**config.mk**
```make
export PLATFORM = sky130hd
export DESIGN_NAME = bloom_filter_three_hash_top
export DESIGN_NICKNAME = d
export VERILOG_FILES = /design/src/design/bfth_pkg.sv /design/src/design/bfth_hash.sv /design/src/design/bloom_filter_three_hash_top.sv
export SDC_FILE = /design/constraint.sdc
export NUM_CORES = 1
export LEC_CHECK = 0
export ABC_CLOCK_PERIOD_IN_PS = 7800
export BUFFER_PORTS_ARGS = -buffer_cell sky130_fd_sc_hd__buf_2
export CAP_MARGIN = 15
export CELL_PAD_IN_SITES_DETAIL_PLACEMENT = 1
export CELL_PAD_IN_SITES_GLOBAL_PLACEMENT = 1
export CORE_ASPECT_RATIO = 1.2
export CORE_UTILIZATION = 50
export CTS_CLUSTER_DIAMETER = 50
export DETAILED_ROUTE_END_ITERATION = 8
export GPL_TIMING_DRIVEN = 0
export PLACE_DENSITY_LB_ADDON = 0.1
export RECOVER_POWER = 25
export REMOVE_ABC_BUFFERS = 1
export SYNTH_ARGS = -nofsm -noshare
export SYNTH_HDL_FRONTEND = slang
export SYNTH_SLANG_ARGS = --single-unit
export TNS_END_PERCENT = 30
```
**constraint.sdc**
```tcl
create_clock -name clk -period 7.8 [get_ports clk]
set_input_delay 1.56 -clock clk [delete_from_list [all_inputs] [get_ports clk]]
set_output_delay 1.56 -clock clk [all_outputs]
set_load 0.005 [all_outputs]
```
**src/design/bfth_pkg.sv**
```systemverilog
// Shared types and constants for the three-hash Bloom filter.
// Used by bfth_hash and bloom_filter_three_hash_top; no dependencies.
package bfth_pkg;

  // Default filter size in bits
  localparam int MAX_BITS_DEF = 128;

  // Field widths
  localparam int CHAR_W     = 7;
  localparam int BITS_W     = 8;
  localparam int HASH_W     = 4;
  localparam int RES_W      = 7;
  localparam int CFG_IDX_W  = 4;
  localparam int CFG_DATA_W = 8;

  // Register indexes on the configuration port
  localparam logic [CFG_IDX_W-1:0] REG_BIT_COUNT  = 4'd0;
  localparam logic [CFG_IDX_W-1:0] REG_HASH_COUNT = 4'd1;

  // Register reset values
  localparam logic [BITS_W-1:0] BIT_COUNT_RST  = 8'd128;
  localparam logic [HASH_W-1:0] HASH_COUNT_RST = 4'd3;

  // Request types
  localparam logic REQ_INSERT = 1'b0;
  localparam logic REQ_LOOKUP = 1'b1;

  // Residue moduli
  localparam logic [8:0] MOD_PLAIN  = 9'd101;
  localparam logic [8:0] MOD_WEIGHT = 9'd103;
  localparam logic [8:0] MOD_SQUARE = 9'd107;

  // Hash unit sequencer
  typedef enum logic [1:0] {
    H_IDLE,
    H_CHAR,
    H_DIV,
    H_DONE
  } hash_state_t;

  // Top-level control sequencer
  typedef enum logic [2:0] {
    S_CLEAR,
    S_IDLE,
    S_HASH,
    S_PROBE,
    S_CHECK,
    S_REPLY
  } ctl_state_t;

  // Start of work for the hash unit
  typedef struct packed {
    logic go;
    logic char_valid;
    logic last_char;
  } hash_req_t;

  // Hash unit status back to control
  typedef struct packed {
    logic done;
    logic key_end;
  } hash_stat_t;

endpackage

```
**src/design/bfth_hash.sv**
```systemverilog
// Running residues and probe positions for the three-hash Bloom filter.
// Bit-serial multiply-mod per character and restoring remainder at key end.
// Depends on bfth_pkg.
module bfth_hash #(
  parameter int MAX_BITS = bfth_pkg::MAX_BITS_DEF
) (
  input  logic                        clk,
  input  logic                        rst_n,
  input  bfth_pkg::hash_req_t         req,
  input  logic [bfth_pkg::CHAR_W-1:0] char_code,
  input  logic [bfth_pkg::BITS_W-1:0] bits_m,
  output bfth_pkg::hash_stat_t        stat,
  output logic [$clog2(MAX_BITS)-1:0] pos_a,
  output logic [$clog2(MAX_BITS)-1:0] pos_b,
  output logic [$clog2(MAX_BITS)-1:0] pos_c
);

  localparam int AW = $clog2(MAX_BITS);
  localparam int RW = bfth_pkg::RES_W;
  localparam int BW = bfth_pkg::BITS_W;
  localparam logic [2:0] LAST_STEP = 3'd6;

  // x < 3*m, returns x mod m
  function automatic logic [RW-1:0] mod_lt3(input logic [8:0] x, input logic [8:0] m);
    logic [8:0] r;
    if (x >= (m << 1)) begin
      r = x - (m << 1);
    end else if (x >= m) begin
      r = x - m;
    end else begin
      r = x;
    end
    return r[RW-1:0];
  endfunction

  // One restoring remainder step: (2*rem + b) mod m, rem < m
  function automatic logic [BW-1:0] rem_step(input logic [BW-1:0] rem, input logic b,
                                             input logic [BW-1:0] m);
    logic [BW:0] t;
    t = {rem, b};
    if (t >= {1'b0, m}) begin
      t = t - {1'b0, m};
    end
    return t[BW-1:0];
  endfunction

  bfth_pkg::hash_state_t state_r, state_nxt;
  logic [2:0]    step_r;
  logic [RW-1:0] c_r;
  logic          valid_r;
  logic          last_r;
  logic [RW-1:0] pres_r, wres_r, sres_r;
  logic [RW-1:0] p1_r, p2_r, sq_r;
  logic [RW-1:0] accw_r, accs_r;
  logic [BW-1:0] rema_r, remb_r, remc_r;

  logic [2:0]    bit_idx;
  logic          cbit;
  logic [RW-1:0] accw_in, accs_in;
  logic [RW-1:0] accw_nxt, accs_nxt;
  logic [BW-1:0] rem_a_in, rem_b_in, rem_c_in;
  logic [BW-1:0] rema_nxt, remb_nxt, remc_nxt;
  logic [RW-1:0] pres_upd, wres_upd, sres_upd;
  logic [RW-1:0] p1_upd, p2_upd, sq_upd;
  logic          step_end;

  assign bit_idx  = LAST_STEP - step_r;
  assign step_end = (step_r == LAST_STEP);
  assign cbit     = c_r[bit_idx];

  // Horner step of c*p mod M, MSB of c first
  always_comb begin
    accw_in  = (step_r == 3'd0) ? '0 : accw_r;
    accs_in  = (step_r == 3'd0) ? '0 : accs_r;
    accw_nxt = mod_lt3({1'b0, accw_in, 1'b0} + (cbit ? 9'(p1_r) : 9'd0),
                       bfth_pkg::MOD_WEIGHT);
    accs_nxt = mod_lt3({1'b0, accs_in, 1'b0} + (cbit ? 9'(sq_r) : 9'd0),
                       bfth_pkg::MOD_SQUARE);
  end

  // Residue and position updates at the last character step
  always_comb begin
    pres_upd = mod_lt3(9'(pres_r) + 9'(c_r), bfth_pkg::MOD_PLAIN);
    wres_upd = mod_lt3(9'(wres_r) + 9'(accw_nxt), bfth_pkg::MOD_WEIGHT);
    sres_upd = mod_lt3(9'(sres_r) + 9'(accs_nxt), bfth_pkg::MOD_SQUARE);
    p1_upd   = (p1_r == RW'(bfth_pkg::MOD_WEIGHT - 9'd1)) ? '0 : p1_r + 1'b1;
    p2_upd   = (p2_r == RW'(bfth_pkg::MOD_SQUARE - 9'd1)) ? '0 : p2_r + 1'b1;
    // (p+1)^2 = p^2 + 2p + 1
    sq_upd   = mod_lt3(9'(sq_r) + {1'b0, p2_r, 1'b0} + 9'd1, bfth_pkg::MOD_SQUARE);
  end

  // Remainder of each residue by the filter size, one bit per step
  always_comb begin
    rem_a_in = (step_r == 3'd0) ? '0 : rema_r;
    rem_b_in = (step_r == 3'd0) ? '0 : remb_r;
    rem_c_in = (step_r == 3'd0) ? '0 : remc_r;
    rema_nxt = rem_step(rem_a_in, pres_r[bit_idx], bits_m);
    remb_nxt = rem_step(rem_b_in, wres_r[bit_idx], bits_m);
    remc_nxt = rem_step(rem_c_in, sres_r[bit_idx], bits_m);
  end

  // Next state
  always_comb begin
    state_nxt = state_r;
    case (state_r)
      bfth_pkg::H_IDLE: begin
        if (req.go) begin
          if (req.char_valid) begin
            state_nxt = bfth_pkg::H_CHAR;
          end else if (req.last_char) begin
            state_nxt = bfth_pkg::H_DIV;
          end else begin
            state_nxt = bfth_pkg::H_DONE;
          end
        end
      end
      bfth_pkg::H_CHAR: begin
        if (step_end) begin
          state_nxt = last_r ? bfth_pkg::H_DIV : bfth_pkg::H_DONE;
        end
      end
      bfth_pkg::H_DIV: begin
        if (step_end) begin
          state_nxt = bfth_pkg::H_DONE;
        end
      end
      bfth_pkg::H_DONE: state_nxt = bfth_pkg::H_IDLE;
      default:          state_nxt = bfth_pkg::H_IDLE;
    endcase
  end

  // Status outputs
  always_comb begin
    stat.done    = (state_r == bfth_pkg::H_DONE);
    stat.key_end = (state_r == bfth_pkg::H_DONE) && last_r;
  end

  assign pos_a = AW'(rema_r);
  assign pos_b = AW'(remb_r);
  assign pos_c = AW'(remc_r);

  // Control registers and residues
  always_ff @(posedge clk) begin
    if (!rst_n) begin
      state_r <= bfth_pkg::H_IDLE;
      step_r  <= '0;
      pres_r  <= '0;
      wres_r  <= '0;
      sres_r  <= '0;
      p1_r    <= RW'(1);
      p2_r    <= RW'(1);
      sq_r    <= RW'(1);
    end else begin
      state_r <= state_nxt;
      if (state_r == bfth_pkg::H_CHAR || state_r == bfth_pkg::H_DIV) begin
        step_r <= step_end ? 3'd0 : step_r + 3'd1;
      end
      if (state_r == bfth_pkg::H_CHAR && step_end) begin
        pres_r <= pres_upd;
        wres_r <= wres_upd;
        sres_r <= sres_upd;
        p1_r   <= p1_upd;
        p2_r   <= p2_upd;
        sq_r   <= sq_upd;
      end
      // key done: start the next key fresh
      if (state_r == bfth_pkg::H_DIV && step_end) begin
        pres_r <= '0;
        wres_r <= '0;
        sres_r <= '0;
        p1_r   <= RW'(1);
        p2_r   <= RW'(1);
        sq_r   <= RW'(1);
      end
    end
  end

  // Datapath registers
  always_ff @(posedge clk) begin
    if (state_r == bfth_pkg::H_IDLE && req.go) begin
      c_r     <= char_code;
      valid_r <= req.char_valid;
      last_r  <= req.last_char;
    end
    if (state_r == bfth_pkg::H_CHAR && valid_r) begin
      accw_r <= accw_nxt;
      accs_r <= accs_nxt;
    end
    if (state_r == bfth_pkg::H_DIV) begin
      rema_r <= rema_nxt;
      remb_r <= remb_nxt;
      remc_r <= remc_nxt;
    end
  end

endmodule

```
**src/design/bloom_filter_three_hash_top.sv**
```systemverilog
// Top level of the three-hash Bloom filter: control, filter bit memory, output register.
// Depends on bfth_pkg and bfth_hash.
//
//   channel | direction | handshake          | payload
//   --------+-----------+--------------------+-----------------------------------------------
//   in_     | in        | in_valid/in_stall  | req_type, char_code, char_valid, last_char
//   out_    | out       | out_valid/out_stall| found (lookup at key end only)
//   cfg_    | in        | cfg_valid/cfg_ready| cfg_index, cfg_data
//
// An item with a character runs 7 serial multiply-mod steps in bfth_hash; one without
// skips them. A final item adds 7 remainder steps plus hash_count probes on the single
// memory port, then check and reply states for a lookup (reply only if hash_count is 0).
// After a synchronous reset a clearing pass writes MAX_BITS zeros, one per cycle.
// A waiting result sits in the output register; the next item is taken meanwhile,
// but the next lookup answer keeps in_stall high until that register frees up.
module bloom_filter_three_hash_top #(
  parameter int MAX_BITS = bfth_pkg::MAX_BITS_DEF
) (
  input  logic                            clk,
  input  logic                            rst_n,
  input  logic                            in_valid,
  output logic                            in_stall,
  input  logic                            in_req_type,
  input  logic [bfth_pkg::CHAR_W-1:0]     in_char_code,
  input  logic                            in_char_valid,
  input  logic                            in_last_char,
  output logic                            out_valid,
  input  logic                            out_stall,
  output logic                            out_found,
  input  logic                            cfg_valid,
  output logic                            cfg_ready,
  input  logic [bfth_pkg::CFG_IDX_W-1:0]  cfg_index,
  input  logic [bfth_pkg::CFG_DATA_W-1:0] cfg_data
);

  localparam int AW = $clog2(MAX_BITS);
  localparam int BW = bfth_pkg::BITS_W;
  localparam int HW = bfth_pkg::HASH_W;
  localparam int MCAP = (MAX_BITS > 255) ? 255 : MAX_BITS;
  localparam logic [BW-1:0] MCAP_V = BW'(MCAP);
  localparam logic [AW-1:0] LAST_ADDR = AW'(MAX_BITS - 1);

  bfth_pkg::ctl_state_t state_r, state_nxt;
  logic [AW-1:0] clr_addr_r, clr_addr_nxt;
  logic          req_r, req_nxt;
  logic [HW-1:0] probe_idx_r, probe_idx_nxt;
  logic          chk_r, chk_nxt;
  logic          all_set_r, all_set_nxt;
  logic          out_valid_r, out_valid_nxt;
  logic          out_found_r, out_found_nxt;
  logic [BW-1:0] bit_count_r, bit_count_nxt;
  logic [HW-1:0] hash_count_r, hash_count_nxt;

  logic          filter_bits_r [MAX_BITS];
  logic          rd_bit_r;
  logic          mem_we;
  logic [AW-1:0] mem_wa;
  logic          mem_wd;
  logic [AW-1:0] probe_pos;

  logic          in_take;
  logic          out_free;
  logic [BW-1:0] bits_m;
  bfth_pkg::hash_req_t  hreq;
  bfth_pkg::hash_stat_t hstat;
  logic [AW-1:0] pos_a, pos_b, pos_c;

  assign in_take   = in_valid && !in_stall;
  assign out_free  = !out_valid_r || !out_stall;
  assign out_valid = out_valid_r;
  assign out_found = out_found_r;
  assign cfg_ready = rst_n;

  // Effective filter size: zero reads as one, saturate at the memory size (at most 255)
  always_comb begin
    if (bit_count_r == '0) begin
      bits_m = BW'(1);
    end else if (bit_count_r > MCAP_V) begin
      bits_m = MCAP_V;
    end else begin
      bits_m = bit_count_r;
    end
  end

  // Hash unit
  always_comb begin
    hreq.go         = (state_r == bfth_pkg::S_IDLE) && in_take;
    hreq.char_valid = in_char_valid;
    hreq.last_char  = in_last_char;
  end

  bfth_hash #(
    .MAX_BITS (MAX_BITS)
  ) u_hash (
    .clk       (clk),
    .rst_n     (rst_n),
    .req       (hreq),
    .char_code (in_char_code),
    .bits_m    (bits_m),
    .stat      (hstat),
    .pos_a     (pos_a),
    .pos_b     (pos_b),
    .pos_c     (pos_c)
  );

  // Probe index to bit position; indices past three probe bit zero
  always_comb begin
    case (probe_idx_r)
      4'd1:    probe_pos = pos_a;
      4'd2:    probe_pos = pos_b;
      4'd3:    probe_pos = pos_c;
      default: probe_pos = '0;
    endcase
  end

  // Next state
  always_comb begin
    state_nxt = state_r;
    case (state_r)
      bfth_pkg::S_CLEAR: begin
        if (clr_addr_r == LAST_ADDR) begin
          state_nxt = bfth_pkg::S_IDLE;
        end
      end
      bfth_pkg::S_IDLE: begin
        if (in_take) begin
          state_nxt = bfth_pkg::S_HASH;
        end
      end
      bfth_pkg::S_HASH: begin
        if (hstat.done) begin
          if (!hstat.key_end) begin
            state_nxt = bfth_pkg::S_IDLE;
          end else if (hash_count_r == '0) begin
            state_nxt = (req_r == bfth_pkg::REQ_LOOKUP) ? bfth_pkg::S_REPLY
                                                        : bfth_pkg::S_IDLE;
          end else begin
            state_nxt = bfth_pkg::S_PROBE;
          end
        end
      end
      bfth_pkg::S_PROBE: begin
        if (probe_idx_r == hash_count_r) begin
          state_nxt = (req_r == bfth_pkg::REQ_LOOKUP) ? bfth_pkg::S_CHECK
                                                      : bfth_pkg::S_IDLE;
        end
      end
      bfth_pkg::S_CHECK: state_nxt = bfth_pkg::S_REPLY;
      bfth_pkg::S_REPLY: begin
        if (out_free) begin
          state_nxt = bfth_pkg::S_IDLE;
        end
      end
      default: state_nxt = bfth_pkg::S_CLEAR;
    endcase
  end

  // State outputs: stall and memory write port
  always_comb begin
    in_stall = !rst_n || (state_r != bfth_pkg::S_IDLE);
    mem_we   = 1'b0;
    mem_wa   = probe_pos;
    mem_wd   = 1'b1;
    case (state_r)
      bfth_pkg::S_CLEAR: begin
        mem_we = 1'b1;
        mem_wa = clr_addr_r;
        mem_wd = 1'b0;
      end
      bfth_pkg::S_PROBE: begin
        mem_we = (req_r == bfth_pkg::REQ_INSERT);
      end
      default: mem_we = 1'b0;
    endcase
  end

  // Datapath and configuration next values
  always_comb begin
    clr_addr_nxt   = clr_addr_r;
    req_nxt        = req_r;
    probe_idx_nxt  = probe_idx_r;
    all_set_nxt    = all_set_r;
    out_valid_nxt  = out_valid_r && out_stall;
    out_found_nxt  = out_found_r;
    bit_count_nxt  = bit_count_r;
    hash_count_nxt = hash_count_r;
    chk_nxt        = (state_r == bfth_pkg::S_PROBE) && (req_r == bfth_pkg::REQ_LOOKUP);

    if (state_r == bfth_pkg::S_CLEAR) begin
      clr_addr_nxt = clr_addr_r + 1'b1;
    end
    if (state_r == bfth_pkg::S_IDLE && in_take) begin
      req_nxt = in_req_type;
    end
    // fold in the bit read last cycle
    if (chk_r && !rd_bit_r) begin
      all_set_nxt = 1'b0;
    end
    if (state_r == bfth_pkg::S_HASH && hstat.done) begin
      probe_idx_nxt = HW'(1);
      all_set_nxt   = 1'b1;
    end
    if (state_r == bfth_pkg::S_PROBE) begin
      probe_idx_nxt = probe_idx_r + 1'b1;
    end
    if (state_r == bfth_pkg::S_REPLY && out_free) begin
      out_valid_nxt = 1'b1;
      out_found_nxt = all_set_r;
    end
    if (cfg_valid && cfg_ready) begin
      case (cfg_index)
        bfth_pkg::REG_BIT_COUNT:  bit_count_nxt  = cfg_data[BW-1:0];
        bfth_pkg::REG_HASH_COUNT: hash_count_nxt = cfg_data[HW-1:0];
        default:                  bit_count_nxt  = bit_count_r;
      endcase
    end
  end

  always_ff @(posedge clk) begin
    if (!rst_n) begin
      state_r      <= bfth_pkg::S_CLEAR;
      clr_addr_r   <= '0;
      chk_r        <= 1'b0;
      out_valid_r  <= 1'b0;
      probe_idx_r  <= '0;
      bit_count_r  <= bfth_pkg::BIT_COUNT_RST;
      hash_count_r <= bfth_pkg::HASH_COUNT_RST;
    end else begin
      state_r      <= state_nxt;
      clr_addr_r   <= clr_addr_nxt;
      chk_r        <= chk_nxt;
      out_valid_r  <= out_valid_nxt;
      probe_idx_r  <= probe_idx_nxt;
      bit_count_r  <= bit_count_nxt;
      hash_count_r <= hash_count_nxt;
    end
  end

  always_ff @(posedge clk) begin
    req_r       <= req_nxt;
    all_set_r   <= all_set_nxt;
    out_found_r <= out_found_nxt;
  end

  // Filter bit memory: one write port, one registered read port
  always_ff @(posedge clk) begin
    if (mem_we) begin
      filter_bits_r[mem_wa] <= mem_wd;
    end
    rd_bit_r <= filter_bits_r[probe_pos];
  end

endmodule

```
# [After elaboration in Yosys (flattened, before gate mapping)]
# Memories as Yosys holds them, arrays and structs flattened. A register that Yosys moved wholly into a read port is not among the register bits.
# Cells that the tools add are included.
# W data, S select, Z words.
[totals] wordCells=194 inputBits=27 mem_bits_rw=128 n_memories=1 reg_bits=125
[op_classes] magnitude_cmp=17 bitwise=2 reduce_logical=33 eq_ne=26 addsub=28 mux=61
[memory_table] memory="filter_bits_r" depth=128 width=1 rd=1 rd_clocked_by_memory_dff=1 wr=1 line_no="bloom_filter_three_hash_top.sv:54" text="logic filter_bits_r [MAX_BITS];"
[op_table] operator="$mux W7" count=19
[op_table] operator="$sub A7 B7 Y7 const B" count=12
[op_table] operator="$mux W8" count=8
[op_table] operator="$mux W3" count=10
[op_table] operator="$ge A9 B7 Y1 const B" count=3
[op_table] operator="$ge A9 B8 Y1" count=3
[op_table] operator="$ge A9 B8 Y1 const B" count=3
[op_table] operator="$add A7 B7 Y8" count=3
[op_table] operator="$ge A8 B7 Y1 const B" count=3
[op_table] operator="$ge A8 B8 Y1 const B" count=3
[op_table] operator="$sub A8 B8 Y8" count=3
[op_table] operator="$add A7 B1 Y7 const B" count=3
[op_table] operator="$eq A7 B7 Y1 const B" count=3
[op_table] operator="$pmux W7 S3" count=1
[op_table] operator="$add A8 B7 Y9" count=2
[op_table] operator="$pmux W3 S6" count=1
[op_table] operator="$logic_and A1 B1 Y1" count=13
[op_table] operator="$bmux W1 S3" count=4
[op_table] operator="$mux W1" count=10
[op_table] operator="$ne A2 B2 Y1 const B" count=5
[op_table] operator="$add A7 B8 Y9" count=1
[op_table] operator="$add A9 B1 Y9 const B" count=1
[op_table] operator="$eq A3 B3 Y1 const B" count=3
[op_table] operator="$eq A4 B1 Y1 const B" count=2
[op_table] operator="other kinds (29)" count=48

# [Logic depth before layout (Yosys ltp)]
[logic_depth] depth_word=12 mapped_depth=32

# [Modules after synthesis]
# Synthesis repeated with hierarchy kept, for this count alone.
[unflattened] cells_unflattened=1747 area_unflattened_um2=16582.2
[by_module_without_submodules] module="bfth_hash" area_each_um2=8943.6 n_inst=1 cells_per_inst=1030 seq_area_each_um2=2352.3
[by_module_without_submodules] module="bloom_filter_three_hash_top" area_each_um2=7638.6 n_inst=1 cells_per_inst=717 seq_area_each_um2=4504.3

# [Worst setup path before layout]
# No wires, ideal clock.
[synth_path] kind="reg2reg" start="register u_hash.step_r[0]" end="register u_hash.sres_r[3]" setup_time_ns=0.062 synth_period_minus_slack_ns=7.107 path_stages_with_launch=30 t_required_ns=7.738 path_buffers=3 t_arrival_ns=7.045 setup_slack_ns=0.693 cell_sequence="dfxtp_1 -> buf_1 -> inv_1 -> ha_1 -> buf_4 -> mux2i_1 -> mux4_2 -> clkbuf_1 -> nor2b_1 -> ha_1 -> fa_1 -> ha_1 -> a211o_1 -> a21oi_1 -> and4bb_1 -> nor3_4 -> nand2b_1 -> xnor2_1 -> ha_1 -> inv_1 -> fa_1 -> inv_1 -> ha_1 -> nor2_1 -> nor3_1 -> o311a_1 -> a31oi_2 -> a31oi_1 -> a2111o_1 -> nand3_1"
[synth_via] elab_chain_cells=12 word_cells_on_any_way=24 classes_between="7 x add/sub; 4 x order compare; 1 x eq/ne; 8 x mux; 4 x reduce/logical"
[synth_rtl] element="from (decl)" line_no="bfth_hash.sv:48" text="logic [2:0] step_r;"
[synth_rtl] element="from (signal assigned)" line_no="bfth_hash.sv:156" text="step_r <= step_end ? 3'd0 : step_r + 3'd1;"
[synth_rtl] element="$sub A3 B3 Y3" line_no="bfth_hash.sv:67" text="assign bit_idx = LAST_STEP - step_r;"
[synth_rtl] element="$bmux W1 S3" line_no="bfth_hash.sv:69" text="assign cbit = c_r[bit_idx];"
[synth_rtl] element="$mux W1 (not written as such)" line_no="bfth_hash.sv:69"
[synth_rtl] element="$mux W7" line_no="bfth_hash.sv:77" text="accs_nxt = mod_lt3({1'b0, accs_in, 1'b0} + (cbit ? 9'(sq_r) : 9'd0),"
[synth_rtl] element="$add A8 B7 Y9 *" line_no="bfth_hash.sv:77"
[synth_rtl] element="$ge A9 B7 Y1 / $sub A7 B7 Y7 (equally long branches)" line_no="bfth_hash.sv:28, bfth_hash.sv:29"
[synth_rtl] element="$mux W7" line_no="bfth_hash.sv:28" text="end else if (x >= m) begin"
[synth_rtl] element="$mux W7 *" line_no="bfth_hash.sv:26" text="if (x >= (m << 1)) begin"
[synth_rtl] element="net u_hash.accs_nxt[0]" line_no="bfth_hash.sv:60" text="logic [RW-1:0] accw_nxt, accs_nxt;"
[synth_rtl] element="$add A7 B7 Y8 *" line_no="bfth_hash.sv:85" text="sres_upd = mod_lt3(9'(sres_r) + 9'(accs_nxt), bfth_pkg::MOD_SQUARE);"
[synth_rtl] element="$sub A7 B7 Y7 / $ge A8 B7 Y1 (equally long branches)" line_no="bfth_hash.sv:29, bfth_hash.sv:28"
[synth_rtl] element="$mux W7" line_no="bfth_hash.sv:28"
[synth_rtl] element="$mux W7 *" line_no="bfth_hash.sv:26"
[synth_rtl] element="to (signal assigned)" line_no="bfth_hash.sv:161" text="sres_r <= sres_upd;"
[synth_rtl] element="to (decl)" line_no="bfth_hash.sv:52" text="logic [RW-1:0] pres_r, wres_r, sres_r;"
# The timed path passes the listed nets; every way through them passes the cells marked *. The select of a mux whose other input is x is not followed.
# A chain may end at the register's enable or synchronous reset.

# [Worst setup path after layout]
[layout_path] start="register u_hash.step_r[0]" end="register u_hash.wres_r[5]"
[layout_via] elab_chain_cells=12 word_cells_on_any_way=24 classes_between="7 x add/sub; 4 x order compare; 1 x eq/ne; 8 x mux; 4 x reduce/logical"
[layout_rtl] element="$sub A3 B3 Y3" line_no="bfth_hash.sv:67"
[layout_rtl] element="$bmux W1 S3" line_no="bfth_hash.sv:69"
[layout_rtl] element="$mux W1 (not written as such)" line_no="bfth_hash.sv:69"
[layout_rtl] element="$mux W7" line_no="bfth_hash.sv:75" text="accw_nxt = mod_lt3({1'b0, accw_in, 1'b0} + (cbit ? 9'(p1_r) : 9'd0),"
[layout_rtl] element="$add A8 B7 Y9 *" line_no="bfth_hash.sv:75"
[layout_rtl] element="$ge A9 B7 Y1 / $sub A7 B7 Y7 (equally long branches)" line_no="bfth_hash.sv:28, bfth_hash.sv:29"
[layout_rtl] element="$mux W7" line_no="bfth_hash.sv:28"
[layout_rtl] element="$mux W7 *" line_no="bfth_hash.sv:26"
[layout_rtl] element="net u_hash.accw_nxt[0]" line_no="bfth_hash.sv:60"
[layout_rtl] element="$add A7 B7 Y8 *" line_no="bfth_hash.sv:84" text="wres_upd = mod_lt3(9'(wres_r) + 9'(accw_nxt), bfth_pkg::MOD_WEIGHT);"
[layout_rtl] element="$sub A7 B7 Y7 / $ge A8 B7 Y1 (equally long branches)" line_no="bfth_hash.sv:29, bfth_hash.sv:28"
[layout_rtl] element="$mux W7" line_no="bfth_hash.sv:28"
[layout_rtl] element="$mux W7 *" line_no="bfth_hash.sv:26"
[layout_rtl] element="to (signal assigned)" line_no="bfth_hash.sv:160" text="wres_r <= wres_upd;"
[layout_rtl] element="to (decl)" line_no="bfth_hash.sv:52"
# Marked as above.

==> results_dict.tcl <==
set metrics [dict create \
    avgRoutedWirePerCell_um 19.80 \
    cts_buffers 34 \
    power_density_mw_per_mm2 240.4 \
    violations "max-capacitance violations, max-slew violations" \
    wl_met2_mm 23.49 \
    maxCapViolations 1 \
    area_growth_pct 10.67 \
    cts_tree "yes" \
    synth_cell_type_count 94 \
    final_cells 2199 \
    drt_first_pass_iters 4 \
    setup_tns_ps 0 \
    clkSinkCount 254 \
    slew_viol_final 104 \
    clkLatencyLatePin_ps 520 \
    fillers 3636 \
    hpwl_mm 30.73 \
    die_w_um 167.3 \
    met1_length_mm 17.62 \
    cts.path.max_buffers 3 \
    cpMaxStageDelayCell "mux4_2" \
    avgViaCountPerCell 5.964 \
    grt_pass1_wl_mm 70.19 \
    slew_headroom -1.624 \
    antenna_found_initial 0 \
    async_reset_ff_frac 0 \
    critPathMaxFanout 14 \
    crit_type "flip-flop to flip-flop" \
    slowest_delay_ps 570 \
    critPathCaptureType "flip-flop" \
    rows 72 \
    cts-root-buf "clkbuf_16" \
    place_congestion 0.8373 \
    die-area_mm2 0.03350 \
    synth_edf_count 177 \
    drt.antenna.violating_nets 0 \
    via_count 13115 \
    grt_pass1_vias 13832 \
    clk_pin_slew_ps 60 \
    n_antenna_cell 0 \
    p_seq_frac 0.359 \
    drt_iter0_markers 576 \
    track_usage 0.2603 \
    htreeDepth 2 \
    drc 0 \
    hold_buffers 0 \
    coreArea_mm2 0.03225 \
    port_buffers 30 \
    power.share.combinational 0.293 \
    routed-wl-met3_um 989 \
    drive_above_1_share 0.08984 \
    nNetsFinal 1911 \
    start_util 0.5081 \
    synth_cells 1752 \
    final.period_utilization 0.9607 \
    static-leakage-power_uw 0.006980 \
    hold_viol 0 \
    syn_area_per_cell_um2 9.353 \
    setup_viol 0 \
    dp_slack_ps -692.9 \
    fmax_mhz 133.5 \
    internal-power_uw 2955 \
    wirelength_mm 43.54 \
    top_layer_used "met4" \
    die_h_um 200.3 \
    start_kind "flip-flop" \
    hp-class "flip-flop to flip-flop" \
    swShare 0.3220 \
    p_sw_uw 1404 \
    required_ps 8190 \
    synth_flop_cell "edfxtp_1" \
    layout_min_cycle_time_ps 7493 \
    grt_overflow 0 \
    p_clk_frac 0.348 \
    status "finished, violations left" \
    grt_max_degree 104 \
    dp.cells 2130 \
    crit_arrival_ps 7880 \
    io_pins 31 \
    tightest_slew_ps 3936 \
    skew_ps 27.81 \
    vdd_drop_max_mv 0.1594 \
    seq_area_frac_synth 0.4184 \
    ys_seq_elements 254 \
    syn_area_mm2 0.01639 \
    yosysWarningCount 0 \
    setup_ws_ps 306.8 \
]
==> metrics by stage <==
step	hold WS (ps)	util	total power (µW)	area, µm²
global route	456.4	0.5623	4587	18140
global placement	430.7	0.5190	2768	16740
finish	437.9	0.5623	4359	18140
detailed placement	428.7	0.5260	2829	16970
CTS	442.1	0.5607	4387	18080
floorplan	409.0	-	2517	16080
==> metal layers <==
layer | GRT usage | vias up
met2 | 0.5057 | 145
met4 | 0.09338 | 0
met5 | 0 | -
met3 | 0.02944 | 89
li1 | - | 6358
met1 | 0.2879 | 6523
==> final timing paths <==
path	slack, ps	to	from	cells past startpoint
worst min register to register	440	out_found	all_set_r	0
worst min-delay path	440	out_found	all_set_r	0
worst max-delay path	310	u_hash.wres_r[5]	u_hash.step_r[0]	28
worst max register to register	310	u_hash.wres_r[5]	u_hash.step_r[0]	28
==> layout make-up <==
class / instances / area, µm² / share of cell area
clock buffer: 49 / 968.4 / 0.05340
clock inverter: 11 / 115.1 / 0.006347
multi-input combinational: 1338 / 8974 / 0.4948
inverter: 91 / 342.8 / 0.01890
timing repair buffer: 49 / 366.6 / 0.02021
sequential: 254 / 6860 / 0.3783
tap: 407 / 509.2 / 0.02808
==> registers in the layout, summed over array words and instances, names as in the netlist, 8 cells and up <==
| name | cells |
|---|---|
| u_hash.remc_r | 8 |
| filter_bits_r | 128 |
| u_hash.rema_r | 8 |
| bit_count_r | 8 |
| u_hash.remb_r | 8 |
==> critical path: cells and delay by family (launching register included) <==
kind	cells	cell delay [ps]
flip-flops	1	460
AND/OR/NAND/NOR	7	1370
XOR/XNOR	2	490
buffers and inverters	4	520
multiplexers	3	950
adder cells (fa/ha/maj)	6	2180
AO/OA/AOI/OAI	6	1390
==> cells in the mapped netlist (5+ instances only) <==
master / n / share of area
a22oi_1: 6 / 0.0027
nand2_1: 201 / 0.046
a211oi_1: 51 / 0.023
nor3b_1: 7 / 0.0032
o21ai_0: 69 / 0.021
a21o_1: 17 / 0.0078
clkbuf_1: 38 / 0.0087
nand3b_1: 9 / 0.0041
o21a_1: 9 / 0.0041
a21oi_2: 5 / 0.0027
a31oi_1: 30 / 0.011
edfxtp_1: 177 / 0.32
a221oi_1: 6 / 0.0032
a311oi_1: 15 / 0.0080
nor2b_1: 25 / 0.0095
xnor2_1: 43 / 0.023
xor2_1: 34 / 0.018
nand2b_1: 19 / 0.0073
and2_0: 10 / 0.0038
mux2_2: 11 / 0.0076
o21bai_1: 9 / 0.0041
nor3_1: 20 / 0.0061
a21boi_0: 5 / 0.0023
a21oi_1: 92 / 0.028
nor4_1: 8 / 0.0031
nor2_1: 218 / 0.050
mux2i_1: 44 / 0.027
nand3_1: 55 / 0.017
o22ai_1: 8 / 0.0031
ha_1: 107 / 0.082
o2111ai_1: 5 / 0.0027
and2_1: 49 / 0.019
dfxtp_1: 77 / 0.094
buf_2: 21 / 0.0064
a31o_2: 6 / 0.0032
o31ai_1: 7 / 0.0032
or3_1: 14 / 0.0053
inv_1: 90 / 0.021
o211ai_1: 8 / 0.0037
nand4_1: 13 / 0.0050
o21ai_1: 9 / 0.0027
fa_1: 9 / 0.011
and3_1: 6 / 0.0023
==> what timing repair did <==
item / CTS / global route
setup endpoints to repair: 14 / 13
setup buffers: 3 / 6
resized for setup: 3 / 7
pin swaps: 0 / 2
==> power groups by stage <==
stage / clock network, µW / registers, µW / logic [µW]
6_report: 1520 / 1570 / 1280
5_1_grt: 1600 / 1570 / 1420
4_1_cts: 1550 / 1560 / 1270
3_5_place_dp: 0 / 1590 / 1240
3_3_place_gp: 0 / 1590 / 1180
2_1_floorplan: 0 / 1570 / 946
==> logic make-up (layout without fill, tap and decap cells) <==
family,count (synthesis),in the layout,share of synthesized area
AND/OR/NAND/NOR,680,680,0.1973
AO/OA/AOI/OAI,403,403,0.1671
flip-flops,254,254,0.4184
buffers and inverters,160,200,0.03970
adder cells (fa/ha/maj),116,116,0.09269
XOR/XNOR,80,80,0.04482
multiplexers,59,59,0.03993
==> cells in the final DEF (no fill, tap or decap), types with 9 or more instances in the layout <==
| cell type | instances |
|---|---|
| nor2_1 | 218 |
| nand2_1 | 201 |
| edfxtp_1 | 177 |
| ha_1 | 106 |
| a21oi_1 | 91 |
| inv_1 | 89 |
| dfxtp_1 | 76 |
| o21ai_0 | 69 |
| nand3_1 | 55 |
| a211oi_1 | 51 |
| and2_1 | 48 |
| mux2i_1 | 44 |
| xnor2_1 | 42 |
| clkbuf_16 | 35 |
| xor2_1 | 33 |
| a31oi_1 | 29 |
| buf_2 | 28 |
| nor2b_1 | 25 |
| nor3_1 | 20 |
| nand2b_1 | 18 |
| a21o_1 | 17 |
| a311oi_1 | 15 |
| or3_1 | 14 |
| clkbuf_1 | 14 |
| nand4_1 | 13 |
| mux2_2 | 11 |
| and2_0 | 11 |
| o21bai_1 | 9 |
| o21a_1 | 9 |
| o21ai_1 | 9 |
| nand3b_1 | 9 |
| fa_1 | 9 |
| buf_4 | 9 |
Note: power is estimated with default switching activity, not from simulation.
